<file path="src/rtl/bsp_ram.sv">
// Generic single-port write, single-port read RAM with registered read data.
// No dependencies.
`default_nettype none
module bsp_ram #(
    parameter int Width = 8,
    parameter int Depth = 16
) (
    input  wire logic                     i_clk,
    input  wire logic                     i_we,
    input  wire logic [$clog2(Depth)-1:0] i_waddr,
    input  wire logic [Width-1:0]         i_wdata,
    input  wire logic [$clog2(Depth)-1:0] i_raddr,
    output logic      [Width-1:0]         o_rdata
);
    logic [Width-1:0] r_mem [Depth];
    always_ff @(posedge i_clk) begin
        if (i_we) r_mem[i_waddr] <= i_wdata;
        o_rdata <= r_mem[i_raddr];
    end
endmodule
`default_nettype wire

</file>
<file path="config.mk">
export PLATFORM = sky130hd
export DESIGN_NAME = bsp_ram
export DESIGN_NICKNAME = d
export VERILOG_FILES = /design/src/rtl/bsp_ram.sv
export SDC_FILE = /design/constraint.sdc
export NUM_CORES = 1
export LEC_CHECK = 0
export BUFFER_PORTS_ARGS = -buffer_cell sky130_fd_sc_hd__buf_4
export CAP_MARGIN = 40
export CELL_PAD_IN_SITES_DETAIL_PLACEMENT = 0
export CELL_PAD_IN_SITES_GLOBAL_PLACEMENT = 1
export CORE_UTILIZATION = 48
export DETAILED_ROUTE_END_ITERATION = 10
export PLACE_DENSITY_LB_ADDON = 0.12
export SYNTH_ARGS = -nofsm -noshare
export SYNTH_HDL_FRONTEND = slang
export SYNTH_SLANG_ARGS = --single-unit
export TNS_END_PERCENT = 100
</file>
<file path="constraint.sdc">
create_clock -name i_clk -period 1.9 [get_ports i_clk]
set_clock_uncertainty 0.05 [all_clocks]
set_input_delay 0.38 -clock i_clk [delete_from_list [all_inputs] [get_ports i_clk]]
set_output_delay 0.38 -clock i_clk [all_outputs]
set_load 0.1 [all_outputs]
</file>
# After elaboration in Yosys (flattened, before gate mapping)
# Memories as Yosys holds them, arrays and structs flattened. A register that Yosys moved wholly into a read port is not among the register bits.
# Index checks and enable logic that the tools add are counted.
# classes
n_mux,2
# ops
op,count
two-way mux 1 bit,2
# word_totals
register_bits,0
ram_bits,128
output_inout_bits,8
memories,1
# memory_table
memory,words,word_bits,rd,rd_clocked_by_memory_dff,wr,line,source
r_mem,16,8,1,1,1,15,logic [Width-1:0] r_mem [Depth];

# Longest topological paths before layout
# depth
ltp_word,2
depth_mapped,5

# Worst setup path after synthesis
# Ideal clock, no wire load.
# synth_path
kind,input to register
startpoint,input port i_waddr[2]
endpoint,memory r_mem[0][0] (enable)
arrival_ns,1.490
slack_ns,-0.023
cell_stages,2
n_path_buf,0
cell_sequence,or3b_2 -> nor3_1
# synth_rtl
item,line,source
"start, declared",10,"input wire logic [$clog2(Depth)-1:0] i_waddr,"
"end, declared",15,
# No word-level cell before the write port.

# Worst setup path in the final report
# layout_path
startpoint,"register o_rdata[6], read port of r_mem"
endpoint,output port o_rdata[6]
# layout_rtl
item,line,source
"start, declared",13,output logic [Width-1:0] o_rdata
# No word-level cell between the ends.

==> impl_metrics.csv <==
group,metric,value,unit
outcome,status,"completed",
logic_synthesis,synth-seq-cells,136,
detailed_routing,wl_per_cell,21.9,um
detailed_routing,wl,9.58,mm
grt,grt_max_degree,17,
power,finalPower,7.37,mW
floorplan,dieArea,11100,um2
grt,grt_busiest_layer,"met2",
setup_path,cp_slowest_cell,"dfxtp_1",
timing,setup_tns,0,ns
logic_synthesis,synth_xor_area_frac,0,
detailed_routing,drt_first_pass_iters,4,
setup_path,end_kind,"primary output",
cts,htreeDepth,4,
floorplan,rows,37,
grt,grt_pass1_wl,14.7,mm
placement,io_buffers,25,
timing,finalMaxSlewViolations,0,
job,cap_violations,0,
detailed_routing,drc,0,
logic_synthesis,yosys.area_share.simple,0.0318,
setup_path,cp.required,1.47,ns
grt,grt_use_met3,0.0507,
cells_and_area,finalInstanceArea,6290,um2
floorplan,die_w,106,um
logic_synthesis,syn-num-nets,247,
logic_synthesis,synth_area_leaders,"edfxtp_1 (75%), mux4_2 (7.9%), mux4_1 (7.1%)",
detailed_routing,vias,2459,
placement,dp_hpwl,6.21,mm
grt,track_usage,0.190,
setup_path,crit_family,"flip-flops",
grt,grt_pass1_vias,2449,
power,ir_worst_vdd,0.557,mV
logic_synthesis,synth_fa_ha_area_frac,0,
detailed_routing,via_per_inst,5.63,
floorplan,io_pins,26,
logic_synthesis,yosysWarnings,0,
timing,period_minus_slack,1.65,ns
hold_path,hold_path.class,"input pin to flip-flop",
logic_synthesis,synth.area.mux_share,0.150,
logic_synthesis,synth-edff-count,128,
hold_path,whs_path_depth,1,
timing,maxSlewHeadroom,0.715,
detailed_routing,drtIter0Drc,156,
logic_synthesis,synthTopCellsByCount,"edfxtp_1 (128), mux4_2 (18), a22oi_1 (16)",
timing,fin_crit_sh,0.867,
setup_path,crit_fanout,1,
cells_and_area,antennaDiodeCount,0,
setup_path,cp.depth,1,
placement,placed_area,5650,um2
floorplan,initial_utilization,0.496,
cells_and_area,nets,306,
logic_synthesis,async_flop_share,0,
timing,fin_hold_ws,0.136,ns
timing,worstMarginPinSlew,0.427,ns
cells_and_area,syn2layout_area_growth,22.2,%
floorplan,die_y,106,um
cells_and_area,drive_gt1_frac,0.332,
logic_synthesis,netlist_area,5150,um2
grt,gr-usage-met1,0.263,
grt,antenna_found_initial,0,
logic_synthesis,synth_top_family_by_area,"multiplexers",
logic_synthesis,synth_compound_area_frac,0.0233,
cts,cts_buffers,17,
timing,final-hold-violation-count,0,
detailed_routing,ant_nets,0,
placement,place.gp.congestion,0.701,
cts,clkSinkCount,136,
power,power_density,1170,nW/um2
timing,setup_viol,0,
setup_path,crit_path_max_incr_delay,0.39,ns
cts,path_clk_slew,0.06,ns
setup_path,criticalPathCategory,"flip-flop to primary output",
logic_synthesis,synthDistinctLibCells,19,
cts,cts_hold_buffers,0,
logic_synthesis,synth_area_leader_cell,"edfxtp_1",
setup_path,arrival,1.22,ns
cts,ctsResizeCount,0,
cts,cts_root_buf,"clkbuf_8",
setup_path,critPathBufInv,1,
grt,grt_overflow,0,
logic_synthesis,synth_area_per_cell,22.5,um2
logic_synthesis,synthMostInstantiatedCell,"edfxtp_1",
logic_synthesis,synth_top_flop_cell,"edfxtp_1",
floorplan,coreArea,10400,um2
cts,clock_path_buffers,2,
logic_synthesis,syn_inst,229,
setup_path,start_kind,"flip-flop",
cts,cts_setup_buffers,0,
power,p_leak,2.17,nW
cts,cts_tree,"done",
setup_path,r2r_cells,3,
logic_synthesis,seq_area_frac_synth,0.778,
setup_path,crit_chain,"buf_4",
grt,grtUsageMet2,0.299,
timing,grt_setup_unrepaired,"false",
cts,insertion_delay,0.50,ns
cells_and_area,post-route-util,0.607,
logic_synthesis,yosysTopAreaCellShare,0.747,
timing,fmax,0.607,GHz
metrics by stage:
stage,setup slack [ns],instances
after floorplan,0.204,229
after global placement,0.0481,405
after detailed placement,0.0467,405
after global routing,0.196,437
after CTS,0.214,437
final,0.253,437
worst paths after layout:
kind / startpoint / endpoint / slack, ns
setup / recovery: o_rdata[6]$_DFF_P_ / o_rdata[6] / 0.25
hold / removal: i_wdata[2] / r_mem[12][2]$_DFFE_PP_ / 0.14
setup reg to reg: r_mem[9][1]$_DFFE_PP_ / o_rdata[1]$_DFF_P_ / 0.54
hold reg to reg: r_mem[8][3]$_DFFE_PP_ / o_rdata[3]$_DFF_P_ / 0.62
where the power goes:
group / internal (mW) / switching (mW)
logic: 0.168 / 0.318
clock network: 2.33 / 1.17
registers: 3.35 / 0.0227
total: 5.86 / 1.51
registers in the layout, indices dropped and copies added (netlist names):
name,count
o_rdata,8
r_mem,128
layout by cell type, fill, tap and decap left out, types with 2 or more instances in the layout:
cell / count
edfxtp_1: 128
buf_4: 47
mux4_2: 18
a22oi_1: 16
clkbuf_16: 16
mux4_1: 14
nor2_1: 13
nand2_1: 9
dfxtp_1: 8
bufinv_16: 5
nor3_1: 3
clkbuf_8: 3
buf_12: 3
nand3b_1: 2
nand2b_1: 2
clkinv_2: 2
clkinv_4: 2
kinds of logic after synthesis:
group                  after synthesis
flip-flops                         136
AO/OA/AOI/OAI                       16
AND/OR/NAND/NOR                     35
multiplexers                        32
buffers and inverters               10
worst register-to-register path, stage by stage, from the launching register on:
cell and delay, ns:
edfxtp_1 0.35, mux4_1 0.50, a22oi_1 0.26, nand2_1 0.08
cell type report:
type,instances,area [um2]
clock buffers,20,445
clock inverters,12,198
fillers,767,4080
multi-input cells,83,1060
flip-flops and latches,136,4000
well taps,136,170
repair buffers,50,413
routing by layer:
metal | up-vias | wire length (um) | share of wire
li1 | 1092 | - | -
met1 | 1306 | 4340 | 0.45
met2 | 57 | 4810 | 0.50
met3 | 4 | 383 | 0.040
met4 | 0 | 56 | 0.0058
met5 | - | 0 | 0
(Power assumes the default switching activity.)
